`config.mk`:
```
export PLATFORM = sky130hd
export DESIGN_NAME = detection_class_filter_box_clip_core
export DESIGN_NICKNAME = d
export VERILOG_FILES = /design/src/sv/dcfbc_pkg.sv /design/src/sv/dcfbc_clip_axis.sv /design/src/sv/dcfbc_px_axis.sv /design/src/sv/detection_class_filter_box_clip_core.sv
export SDC_FILE = /design/constraint.sdc
export NUM_CORES = 2
export LEC_CHECK = 0
export BUFFER_PORTS_ARGS = -buffer_cell sky130_fd_sc_hd__buf_2
export CELL_PAD_IN_SITES_DETAIL_PLACEMENT = 1
export CELL_PAD_IN_SITES_GLOBAL_PLACEMENT = 2
export CORE_ASPECT_RATIO = 0.7
export CORE_MARGIN = 3
export CORE_UTILIZATION = 45
export DETAILED_ROUTE_END_ITERATION = 8
export PLACE_DENSITY_LB_ADDON = 0.1
export SYNTH_ARGS = -nofsm -noshare
export SYNTH_HDL_FRONTEND = slang
export SYNTH_HIERARCHICAL = 1
export SYNTH_SLANG_ARGS = --single-unit
```
`constraint.sdc`:
```
create_clock -name clk -period 25.9 [get_ports clk]
set_input_delay 6.475 -clock clk [delete_from_list [all_inputs] [get_ports clk]]
set_output_delay 6.475 -clock clk [all_outputs]
set_load 0.05 [all_outputs]
```
`src/sv/dcfbc_pkg.sv`:
```
// Package for the detection class filter and box clip core.
// Holds field widths, register address codes and the rounding helpers
// shared by the top level and the per-axis modules. No dependencies.
`default_nettype none

package dcfbc_pkg;

  // field widths
  localparam int PROB_W = 17;
  localparam int CX_W   = 18;
  localparam int SZ_W   = 17;
  localparam int DIM_W  = 14;
  localparam int IDX_W  = 8;
  localparam int HIT_W  = 9;
  localparam int PXO_W  = 15;
  localparam int PXS_W  = 14;

  // product widths: size by dimension, signed centre by dimension
  localparam int SD_W = SZ_W + DIM_W;
  localparam int CD_W = CX_W + DIM_W + 1;

  // stream word widths, padded to whole bytes
  localparam int IN_BITS  = PROB_W + 2 * CX_W + 2 * SZ_W;
  localparam int IN_DW    = ((IN_BITS + 7) / 8) * 8;
  localparam int OUT_BITS = IDX_W + PROB_W + HIT_W + 2 * PXO_W + 2 * PXS_W
                            + 2 * CX_W + 2 * SZ_W;
  localparam int OUT_DW   = ((OUT_BITS + 7) / 8) * 8;

  // configuration port
  localparam int ADDR_W = 4;
  localparam int DATA_W = 32;

  localparam logic [1:0] REG_THRESH = 2'd0;
  localparam logic [1:0] REG_CLIP   = 2'd1;
  localparam logic [1:0] REG_WIDTH  = 2'd2;
  localparam logic [1:0] REG_HEIGHT = 2'd3;

  localparam logic [HIT_W-1:0] HIT_MAX = '1;

  // wide signed working value for rounding and saturation
  typedef logic signed [39:0] wide_t;

  // divide by 2^sh, rounding half away from zero (sh >= 1)
  function automatic wide_t rnd_shift(input wide_t v, input int unsigned sh);
    wide_t half;
    wide_t mag;
    wide_t r;
    half = 40'sd1 <<< (sh - 1);
    mag  = (v < 0) ? -v : v;
    r    = (mag + half) >>> sh;
    return (v < 0) ? -r : r;
  endfunction

  // clamp into [lo, hi]
  function automatic wide_t sat(input wide_t v, input wide_t lo, input wide_t hi);
    return (v < lo) ? lo : ((v > hi) ? hi : v);
  endfunction

endpackage

`default_nettype wire

```
`src/sv/dcfbc_clip_axis.sv`:
```
// Clips one box axis into the unit range and recomputes centre and size.
// Combinational; uses dcfbc_pkg for widths and rounding helpers.
`default_nettype none

module dcfbc_clip_axis #(
  parameter int FRAC_BITS = 16
) (
  input  logic                               clip_en,
  input  logic signed [dcfbc_pkg::CX_W-1:0]  c,
  input  logic        [dcfbc_pkg::SZ_W-1:0]  s,
  output logic signed [dcfbc_pkg::CX_W-1:0]  nc,
  output logic        [dcfbc_pkg::SZ_W-1:0]  ns
);
  import dcfbc_pkg::*;

  localparam wide_t ONE = 40'sd2 <<< FRAC_BITS;

  wide_t c_e, s_e, e1, e2, e1c, e2c, diff, sum, sz;
  wide_t nc_w, ns_w;
  logic  do_clip;

  // edges in doubled precision
  assign c_e = {{(40 - CX_W){c[CX_W-1]}}, c};
  assign s_e = {{(40 - SZ_W){1'b0}}, s};
  assign e1  = (c_e <<< 1) - s_e;
  assign e2  = (c_e <<< 1) + s_e;

  assign do_clip = clip_en && ((e1 < 0) || (e2 > ONE));

  // clamp the edges and rebuild centre and size
  assign e1c  = (e1 < 0) ? '0 : e1;
  assign e2c  = (e2 > ONE) ? ONE : e2;
  assign diff = e2c - e1c;
  assign sum  = e1c + e2c;
  assign sz   = rnd_shift(diff, 1);

  always_comb begin
    if (do_clip) begin
      nc_w = rnd_shift(sum, 2);
      ns_w = (sz < 0) ? '0 : sz;
    end else begin
      nc_w = c_e;
      ns_w = s_e;
    end
  end

  // saturate into the field ranges
  wide_t nc_s, ns_s;
  assign nc_s = sat(nc_w, -40'sd131072, 40'sd131071);
  assign ns_s = sat(ns_w, 40'sd0, 40'sd131071);
  assign nc   = nc_s[CX_W-1:0];
  assign ns   = ns_s[SZ_W-1:0];

endmodule

`default_nettype wire

```
`src/sv/dcfbc_px_axis.sv`:
```
// Finishes pixel scaling of one axis from the registered products.
// Combinational; uses dcfbc_pkg for widths and rounding helpers.
`default_nettype none

module dcfbc_px_axis #(
  parameter int FRAC_BITS = 16
) (
  input  logic        [dcfbc_pkg::SD_W-1:0]  sd,
  input  logic signed [dcfbc_pkg::CD_W-1:0]  cd,
  output logic signed [dcfbc_pkg::PXO_W-1:0] org,
  output logic        [dcfbc_pkg::PXS_W-1:0] size
);
  import dcfbc_pkg::*;

  wide_t sd_e, cd_e, sp, t, org_w, size_w;

  // pixel size, rounded before the origin uses it
  assign sd_e = {{(40 - SD_W){1'b0}}, sd};
  assign cd_e = {{(40 - CD_W){cd[CD_W-1]}}, cd};
  assign sp   = rnd_shift(sd_e, FRAC_BITS);

  // origin from twice the centre less the pixel size
  assign t      = (cd_e <<< 1) - (sp <<< FRAC_BITS);
  assign org_w  = sat(rnd_shift(t, FRAC_BITS + 1), -40'sd16384, 40'sd16383);
  assign size_w = sat(sp, 40'sd0, 40'sd16383);

  assign org  = org_w[PXO_W-1:0];
  assign size = size_w[PXS_W-1:0];

endmodule

`default_nettype wire

```
`src/sv/detection_class_filter_box_clip_core.sv`:
```
// Detection class filter with box clipping and pixel scaling, top level.
// Throughput: one word per cycle on the input while in_tready is high; class words
// update the running best, hit count and index in the cycle they are accepted.
// A result reaches out_tvalid after its last class word through the capture,
// clip, multiply and output register stages.
// Reset (rst_n low, synchronous): class state and pipeline empty, registers
// back to threshold one half, clipping on, 640 by 480.
`default_nettype none

module detection_class_filter_box_clip_core #(
  parameter int MAX_CLASSES = 256,
  parameter int FRAC_BITS   = 16
) (
  input  logic                             clk,
  input  logic                             rst_n,
  // input stream
  input  logic                             in_tvalid,
  output logic                             in_tready,
  // tdata: class_prob, box_cx, box_cy, box_w, box_h (lowest bit up)
  input  logic [dcfbc_pkg::IN_DW-1:0]      in_tdata,
  input  logic                             in_tlast,
  // result stream
  output logic                             out_tvalid,
  input  logic                             out_tready,
  // tdata: top_class, best_prob, hit_count, rect_x, rect_y, rect_w, rect_h,
  //        norm_cx, norm_cy, norm_w, norm_h (lowest bit up)
  output logic [dcfbc_pkg::OUT_DW-1:0]     out_tdata,
  // configuration port
  input  logic                             cfg_psel,
  input  logic                             cfg_penable,
  input  logic                             cfg_pwrite,
  input  logic [dcfbc_pkg::ADDR_W-1:0]     cfg_paddr,
  input  logic [dcfbc_pkg::DATA_W-1:0]     cfg_pwdata,
  output logic [dcfbc_pkg::DATA_W-1:0]     cfg_prdata,
  output logic                             cfg_pready
);
  import dcfbc_pkg::*;

  localparam int CW = (MAX_CLASSES > 1) ? $clog2(MAX_CLASSES) : 1;
  localparam logic [CW-1:0]     CNT_MAX    = CW'(MAX_CLASSES - 1);
  localparam logic [PROB_W-1:0] THRESH_RST = PROB_W'(64'd1 << (FRAC_BITS - 1));

  // ---------------------------------------------------------------------
  // configuration registers
  logic [PROB_W-1:0] thresh_r;
  logic              clip_en_r;
  logic [DIM_W-1:0]  img_w_r, img_h_r;
  logic              cfg_wr;

  assign cfg_pready = 1'b1;
  assign cfg_wr     = cfg_psel && cfg_penable && cfg_pwrite && cfg_pready;

  always_ff @(posedge clk) begin
    if (!rst_n) begin
      thresh_r  <= THRESH_RST;
      clip_en_r <= 1'b1;
      img_w_r   <= DIM_W'(640);
      img_h_r   <= DIM_W'(480);
    end else if (cfg_wr) begin
      unique case (cfg_paddr[3:2])
        REG_THRESH: thresh_r  <= cfg_pwdata[PROB_W-1:0];
        REG_CLIP:   clip_en_r <= cfg_pwdata[0];
        REG_WIDTH:  img_w_r   <= cfg_pwdata[DIM_W-1:0];
        REG_HEIGHT: img_h_r   <= cfg_pwdata[DIM_W-1:0];
        default: ;
      endcase
    end
  end

  // read back
  always_comb begin
    unique case (cfg_paddr[3:2])
      REG_THRESH: cfg_prdata = {{(DATA_W - PROB_W){1'b0}}, thresh_r};
      REG_CLIP:   cfg_prdata = {{(DATA_W - 1){1'b0}}, clip_en_r};
      REG_WIDTH:  cfg_prdata = {{(DATA_W - DIM_W){1'b0}}, img_w_r};
      REG_HEIGHT: cfg_prdata = {{(DATA_W - DIM_W){1'b0}}, img_h_r};
      default:    cfg_prdata = '0;
    endcase
  end

  // ---------------------------------------------------------------------
  // pipeline flow: each stage loads when empty or when the next one loads
  logic s1_vld_r, s2_vld_r, s3_vld_r, out_vld_r;
  logic load_out, load3, load2, load1, in_acc;

  assign load_out  = !out_vld_r || out_tready;
  assign load3     = !s3_vld_r || load_out;
  assign load2     = !s2_vld_r || load3;
  assign load1     = !s1_vld_r || load2;
  assign in_tready = load1;
  assign in_acc    = in_tvalid && in_tready;

  // ---------------------------------------------------------------------
  // running class state
  logic [CW-1:0]     cnt_r, idx_r;
  logic [PROB_W-1:0] best_r;
  logic [HIT_W-1:0]  hits_r;

  logic [PROB_W-1:0] prob;
  logic              hit, better, emit;
  logic [CW-1:0]     cnt_nxt, idx_nxt;
  logic [PROB_W-1:0] best_nxt;
  logic [HIT_W-1:0]  hits_nxt;

  assign prob     = in_tdata[PROB_W-1:0];
  assign hit      = prob >= thresh_r;
  assign better   = hit && (prob > best_r);
  assign hits_nxt = (hit && (hits_r != HIT_MAX)) ? hits_r + 1'b1 : hits_r;
  assign best_nxt = better ? prob : best_r;
  assign idx_nxt  = better ? cnt_r : idx_r;
  assign cnt_nxt  = (cnt_r < CNT_MAX) ? cnt_r + 1'b1 : cnt_r;
  assign emit     = best_nxt >= thresh_r;

  // advance on every word, clear on the last class
  always_ff @(posedge clk) begin
    if (!rst_n) begin
      cnt_r  <= '0;
      idx_r  <= '0;
      best_r <= '0;
      hits_r <= '0;
    end else if (in_acc) begin
      if (in_tlast) begin
        cnt_r  <= '0;
        idx_r  <= '0;
        best_r <= '0;
        hits_r <= '0;
      end else begin
        cnt_r  <= cnt_nxt;
        idx_r  <= idx_nxt;
        best_r <= best_nxt;
        hits_r <= hits_nxt;
      end
    end
  end

  // ---------------------------------------------------------------------
  // stage 1: capture the finished detection and its box
  logic [IDX_W+CW-1:0]     idx_ext;
  logic [IDX_W-1:0]        s1_idx_r, s2_idx_r, s3_idx_r;
  logic [PROB_W-1:0]       s1_prob_r, s2_prob_r, s3_prob_r;
  logic [HIT_W-1:0]        s1_hits_r, s2_hits_r, s3_hits_r;
  logic signed [CX_W-1:0]  s1_cx_r, s1_cy_r;
  logic [SZ_W-1:0]         s1_w_r, s1_h_r;

  assign idx_ext = {{IDX_W{1'b0}}, idx_nxt};

  always_ff @(posedge clk) begin
    if (!rst_n) begin
      s1_vld_r <= 1'b0;
    end else if (load1) begin
      s1_vld_r <= in_acc && in_tlast && emit;
    end
  end

  always_ff @(posedge clk) begin
    if (load1) begin
      s1_idx_r  <= idx_ext[IDX_W-1:0];
      s1_prob_r <= best_nxt;
      s1_hits_r <= hits_nxt;
      s1_cx_r   <= $signed(in_tdata[PROB_W +: CX_W]);
      s1_cy_r   <= $signed(in_tdata[PROB_W + CX_W +: CX_W]);
      s1_w_r    <= in_tdata[PROB_W + 2 * CX_W +: SZ_W];
      s1_h_r    <= in_tdata[PROB_W + 2 * CX_W + SZ_W +: SZ_W];
    end
  end

  // ---------------------------------------------------------------------
  // stage 2: clip both axes
  logic signed [CX_W-1:0] ncx, ncy, s2_ncx_r, s2_ncy_r;
  logic [SZ_W-1:0]        nw, nh, s2_nw_r, s2_nh_r;

  dcfbc_clip_axis #(.FRAC_BITS(FRAC_BITS)) u_clip_x (
    .clip_en (clip_en_r),
    .c       (s1_cx_r),
    .s       (s1_w_r),
    .nc      (ncx),
    .ns      (nw)
  );

  dcfbc_clip_axis #(.FRAC_BITS(FRAC_BITS)) u_clip_y (
    .clip_en (clip_en_r),
    .c       (s1_cy_r),
    .s       (s1_h_r),
    .nc      (ncy),
    .ns      (nh)
  );

  always_ff @(posedge clk) begin
    if (!rst_n) begin
      s2_vld_r <= 1'b0;
    end else if (load2) begin
      s2_vld_r <= s1_vld_r;
    end
  end

  always_ff @(posedge clk) begin
    if (load2) begin
      s2_idx_r  <= s1_idx_r;
      s2_prob_r <= s1_prob_r;
      s2_hits_r <= s1_hits_r;
      s2_ncx_r  <= ncx;
      s2_ncy_r  <= ncy;
      s2_nw_r   <= nw;
      s2_nh_r   <= nh;
    end
  end

  // ---------------------------------------------------------------------
  // stage 3: multiply by the image dimensions
  logic signed [CD_W-1:0] dim_w_e, dim_h_e, cx_e, cy_e;
  logic signed [CX_W-1:0] s3_ncx_r, s3_ncy_r;
  logic [SZ_W-1:0]        s3_nw_r, s3_nh_r;
  logic [SD_W-1:0]        s3_sdx_r, s3_sdy_r;
  logic signed [CD_W-1:0] s3_cdx_r, s3_cdy_r;

  assign dim_w_e = $signed({{(CD_W - DIM_W){1'b0}}, img_w_r});
  assign dim_h_e = $signed({{(CD_W - DIM_W){1'b0}}, img_h_r});
  assign cx_e    = CD_W'(s2_ncx_r);
  assign cy_e    = CD_W'(s2_ncy_r);

  always_ff @(posedge clk) begin
    if (!rst_n) begin
      s3_vld_r <= 1'b0;
    end else if (load3) begin
      s3_vld_r <= s2_vld_r;
    end
  end

  always_ff @(posedge clk) begin
    if (load3) begin
      s3_idx_r  <= s2_idx_r;
      s3_prob_r <= s2_prob_r;
      s3_hits_r <= s2_hits_r;
      s3_ncx_r  <= s2_ncx_r;
      s3_ncy_r  <= s2_ncy_r;
      s3_nw_r   <= s2_nw_r;
      s3_nh_r   <= s2_nh_r;
      s3_sdx_r  <= SD_W'(s2_nw_r) * SD_W'(img_w_r);
      s3_sdy_r  <= SD_W'(s2_nh_r) * SD_W'(img_h_r);
      s3_cdx_r  <= cx_e * dim_w_e;
      s3_cdy_r  <= cy_e * dim_h_e;
    end
  end

  // ---------------------------------------------------------------------
  // stage 4: round to pixels and hold the result word
  logic signed [PXO_W-1:0] rx, ry;
  logic [PXS_W-1:0]        rw, rh;
  logic [OUT_DW-1:0]       out_data_r;

  dcfbc_px_axis #(.FRAC_BITS(FRAC_BITS)) u_px_x (
    .sd   (s3_sdx_r),
    .cd   (s3_cdx_r),
    .org  (rx),
    .size (rw)
  );

  dcfbc_px_axis #(.FRAC_BITS(FRAC_BITS)) u_px_y (
    .sd   (s3_sdy_r),
    .cd   (s3_cdy_r),
    .org  (ry),
    .size (rh)
  );

  always_ff @(posedge clk) begin
    if (!rst_n) begin
      out_vld_r <= 1'b0;
    end else if (load_out) begin
      out_vld_r <= s3_vld_r;
    end
  end

  always_ff @(posedge clk) begin
    if (load_out) begin
      out_data_r <= {{(OUT_DW - OUT_BITS){1'b0}},
                     s3_nh_r, s3_nw_r, s3_ncy_r, s3_ncx_r,
                     rh, rw, ry, rx,
                     s3_hits_r, s3_prob_r, s3_idx_r};
    end
  end

  assign out_tvalid = out_vld_r;
  assign out_tdata  = out_data_r;

endmodule

`default_nettype wire

```
After elaboration in Yosys (flattened, before gate mapping). Index checks and enable logic that the tools add are counted.

Mux-type cells: 43. Eq/ne operators: 4. $add $sub $neg: 36. Reduce and logical (&&, ||, !) cells: 26. $lt $le $gt $ge: 34. Multipliers: 4.

Operators with widths (count): $mux 40 (26); $lt 40x1->1 const B (14); $neg 40->40 (6); $gt 40x15->1 const B (4); $gt 40x18->1 const B (4); $pmux 32 s4 (1); $add 40x17->40 const B (2); $add 40x18->40 const B (2); $add 40x2->40 const B (2); $add 40x3->40 const B (2); $add 40x40->40 (2); $gt 40x19->1 const B (2); $lt 40x15->1 const B (2); $lt 40x18->1 const B (2); $neg 23->40 (2); $neg 24->40 (2); $neg 31->40 (2); $neg 38->40 (2); $neg 39->40 (2); $sub 34x40->40 (2); $sub 40x40->40 (2); $mux 17 (4); $mul 18x15->33 (2); $lt 31x1->1 const B (2); other kinds (22) (54).

Output and inout port bits: 203. Register bits: 694.

Depth between registers and ports, before layout.
Depth in word-level cells: 14. Gate-level depth with buffers: 47. Mapped depth without buffers: 40.

By module. Netlist, hierarchy kept.

Modules (own cells, without submodules): detection_class_filter_box_clip_core (cells each 5281, seq. area each 19919.1 um2, times used 1, area each 58289.7 um2); dcfbc_clip_axis at u_clip_x (cells each 1353, seq. area each 0.0 um2, times used 1, area each 8858.5 um2); dcfbc_clip_axis at u_clip_y (cells each 1303, seq. area each 0.0 um2, times used 1, area each 8568.2 um2); dcfbc_px_axis (cells each 515, seq. area each 0.0 um2, times used 2, area each 3557.2 um2).

Least setup slack after synthesis. No wires, ideal clock.

Kind: input-to-output. From: input out_tready. To: output in_tready. Data required time: 19425 ps. Buffers on the path: 0. Path slack: 9951 ps. Stages: 2. Data arrival time: 9474 ps. Cells stage by stage: and3b_1 nand3_1.

Cells in the longest elaborated chain, start to end: 4.

RTL lines: from (decl) (line detection_class_filter_box_clip_core.sv:24) `input logic out_tready,`; $logic_or 1x1->1 (line detection_class_filter_box_clip_core.sv:86) `assign load_out = !out_vld_r || out_tready;`; $logic_or 1x1->1 (line detection_class_filter_box_clip_core.sv:87) `assign load3 = !s3_vld_r || load_out;`; $logic_or 1x1->1 (line detection_class_filter_box_clip_core.sv:88) `assign load2 = !s2_vld_r || load3;`; $logic_or 1x1->1 (line detection_class_filter_box_clip_core.sv:89) `assign load1 = !s1_vld_r || load2;`; to (decl) (line detection_class_filter_box_clip_core.sv:18) `output logic in_tready,`.

Every way passes these cells.

Worst setup path in the final report.
From: input cfg_paddr[2] in the netlist's numbering. To: output cfg_prdata[4] in the netlist's numbering.

Cells in the longest elaborated chain, start to end: 2. Elaborated cells on any way between the ends: 5.

RTL lines: from (decl) (line detection_class_filter_box_clip_core.sv:32) `input logic [dcfbc_pkg::ADDR_W-1:0] cfg_paddr,`; $eq 2x2->1, or another cell as far along (line detection_class_filter_box_clip_core.sv:72) `unique case (cfg_paddr[3:2])`; $pmux 32 s4 * (line detection_class_filter_box_clip_core.sv:72); to (decl) (line detection_class_filter_box_clip_core.sv:34) `output logic [dcfbc_pkg::DATA_W-1:0] cfg_prdata,`.

Mark *: on every way between the ends. The rest lies on a longest branch, timed or not. The select of a mux whose other input is x is not followed.

==> results.txt <==
The sink count of the clock tree came out at 664. The clock latency on the worst-skew pair is a little under 800 ps. The summed area of non-filler cells in the final layout is between 0.08 and 0.09 sq mm. The required time of the critical path is around 20000 ps. For the pin with the worst max-slew slack, the measured transition is 1270 ps.

The number of post-CTS setup repair buffers is 0. The worst pin sits at a relative slew slack of 0.150. The total CTS buffers came out at just under 80. At the end of routability-driven placement, the weighted congestion stood at around 0.90. Setup total negative slack on the finished layout was measured at 0 ps.

The total global-route track usage is 0.286. The mean cell area of the mapped netlist is around 9 sq um. The final-report max-slew violation count came out at 0. Using the TritonRoute via totals, the vias-per-cell ratio works out to 5.79. The run finished with clean final reports. The sum of net half-perimeters after detailed placement is ~210 mm. The kind of critical path is input port to output port. TritonCTS built the clock tree.

The worst hold path belongs to the class flip-flop to flip-flop. Of the cells placed in the final design, the portion with a size suffix greater than 1 is 0.0814. The total I/O pin count is roughly 340. From synthesis to final layout, the design area changed by 7.23%. The setup slack after layout is 11240 ps.

The clock transition at the registers of the reported paths is approximately 80 ps. The final number of setup-violating endpoints came out at 0. The violation count after the first detailed-routing iteration came out at ~4600. The floorplan step set the die width to around 510 microns. STA classifies the critical path startpoint as an input port. The max-cap check violation count came out at 0.

The part of the cycle the worst path needs came out at 0.566. Once detail routing completed, the nets flagged for antenna violations numbered 0. The final layout contains routed wiring with a total length of 268 mm. The die span in y came out at around 360 microns. The cell count after synthesis came out at between 8000 and 9000. Timing would allow up to ~0.07 GHz. The routed via count is roughly 66000. The H-tree was split into 3 levels. The mapped netlist covers 0.0816 sq mm. The final hold violation count came out at 0. The worst hold margin is about 380 ps. The setup skew after layout is just under 70 ps. The count of nets after finishing came out at roughly 10000. The die covers approximately 0.19 sq mm. The first-pass detailed-route iteration total is 6. The core box area is 0.180 sq mm. In this run the core area contains 130 standard-cell rows. The routed wire length per instance is roughly 24 microns.

The post-cts sizing count is 0. The number of buffers on the longest clock path is 3. The post-place instance area came out at approximately 0.085 sq mm.

The first-pass GRT wire length came out at about 420 mm. The final routed DRC violation total is 0. Timing analysis after detailed placement gives a worst setup slack of between 10000 and 15000 ps. The number of global-route vias before repair came out at between 60000 and 70000.

The tree is rooted in a sky130_fd_sc_hd__clkbuf_16. The initial utilization of the core area, before any placement, comes to 0.454. The number of warnings printed during yosys synthesis is 6. Data on the critical path arrives at its endpoint at 8190 ps. Setup repair after global routing left no endpoint under its margin. The number of antenna violations at the first check in global routing is 26. The quantity of I/O buffers inserted on ports came out at 294. The peak fanout along the critical path came out at 23.

For this run the aggregate overflow at the end of global routing stands at 0. The number of hold buffers added after cts is 0. The nature of the critical path endpoint is an output port.

The maximum number of pins on one net before global-route repair came out at between 90 and 100. The post-layout minimum cycle time came out at about 15000 ps.
[flip-flops by register name, summed over array words and instances (netlist names), 17 cells and up]
register and flops:
s3_cdy_r 33, s3_ncx_r 18, s1_h_r 17, best_r 17
s3_prob_r 17, s1_prob_r 17, s1_cx_r 18, s2_nw_r 17
s1_cy_r 18, s1_w_r 17, out_tdata 162, s3_cdx_r 33
s2_ncx_r 18, s2_prob_r 17, thresh_r 17, s3_nw_r 17
s2_nh_r 17, s2_ncy_r 18, s3_nh_r 17, s3_ncy_r 18
[per-layer routing]
layer | part of all wire | up-vias | wire length, microns | track usage
met3 | 0.064 | 265 | 17100 | 0.0469
met1 | 0.49 | 33739 | 132000 | 0.438
li1 | - | 29973 | - | -
met5 | 0 | - | 0 | 0
met2 | 0.42 | 1778 | 113000 | 0.420
met4 | 0.022 | 0 | 5850 | 0.0617
[path summary, 6_finish.rpt]
check / from / end / slack (ps) / cells past startpoint
max: cfg_paddr[2] / cfg_prdata[4] / 11240 / 4
min: s3_nh_r[12]$_DFFE_PP_ / out_tdata[157]$_DFFE_PP_ / 380 / 0
max reg2reg: s1_w_r[2]$_DFFE_PN_ / s2_nw_r[1]$_DFFE_PP_ / 13390 / 33
min reg2reg: s3_nh_r[12]$_DFFE_PP_ / out_tdata[157]$_DFFE_PP_ / 380 / 0
[critical path, stage by stage]
cell	delay (ps)
sky130_fd_sc_hd__buf_2	260
sky130_fd_sc_hd__nor2_1	830
sky130_fd_sc_hd__a22o_1	330
sky130_fd_sc_hd__buf_2	280
[stage by stage]
step | util | instances
finish | 0.487 | 11356
global route | 0.487 | 11351
CTS | 0.487 | 11346
detailed placement | 0.472 | 11204
global placement | 0.472 | 11204
floorplan | - | 8904
[final cells by class]
| class | instances | area [sq um] |
|---|---|---|
| flip-flops and latches | 664 | 19000 |
| clock inverters | 45 | 581 |
| clock buffers | 97 | 2030 |
| inverters | 1206 | 4530 |
| diodes | 10 | 25.0 |
| multi-input cells | 6578 | 56200 |
| well taps | 2376 | 2970 |
| repair buffers | 380 | 2120 |
| fillers | 20605 | 92300 |
[cell usage in the layout, fill, tap and decap left out, types with 63 or more instances in the layout]
| cell | instances |
|---|---|
| sky130_fd_sc_hd__nand4_1 | 114 |
| sky130_fd_sc_hd__buf_2 | 293 |
| sky130_fd_sc_hd__nand2_1 | 963 |
| sky130_fd_sc_hd__xnor2_1 | 396 |
| sky130_fd_sc_hd__and2_1 | 554 |
| sky130_fd_sc_hd__o21a_1 | 75 |
| sky130_fd_sc_hd__edfxtp_1 | 572 |
| sky130_fd_sc_hd__and3_1 | 84 |
| sky130_fd_sc_hd__a21o_1 | 117 |
| sky130_fd_sc_hd__clkbuf_16 | 78 |
| sky130_fd_sc_hd__ha_1 | 574 |
| sky130_fd_sc_hd__nor2b_1 | 73 |
| sky130_fd_sc_hd__a21boi_0 | 63 |
| sky130_fd_sc_hd__fa_1 | 848 |
| sky130_fd_sc_hd__nor2_1 | 389 |
| sky130_fd_sc_hd__nor3_1 | 145 |
| sky130_fd_sc_hd__buf_4 | 87 |
| sky130_fd_sc_hd__o21ai_0 | 234 |
| sky130_fd_sc_hd__xor2_1 | 147 |
| sky130_fd_sc_hd__a21oi_1 | 343 |
| sky130_fd_sc_hd__dfxtp_1 | 92 |
| sky130_fd_sc_hd__inv_1 | 1197 |
| sky130_fd_sc_hd__a31oi_1 | 75 |
| sky130_fd_sc_hd__a211oi_1 | 63 |
| sky130_fd_sc_hd__nand3_1 | 214 |
Power is not shown: default switching activity piles up to over one toggle a cycle in this logic, so the estimate is an artifact.
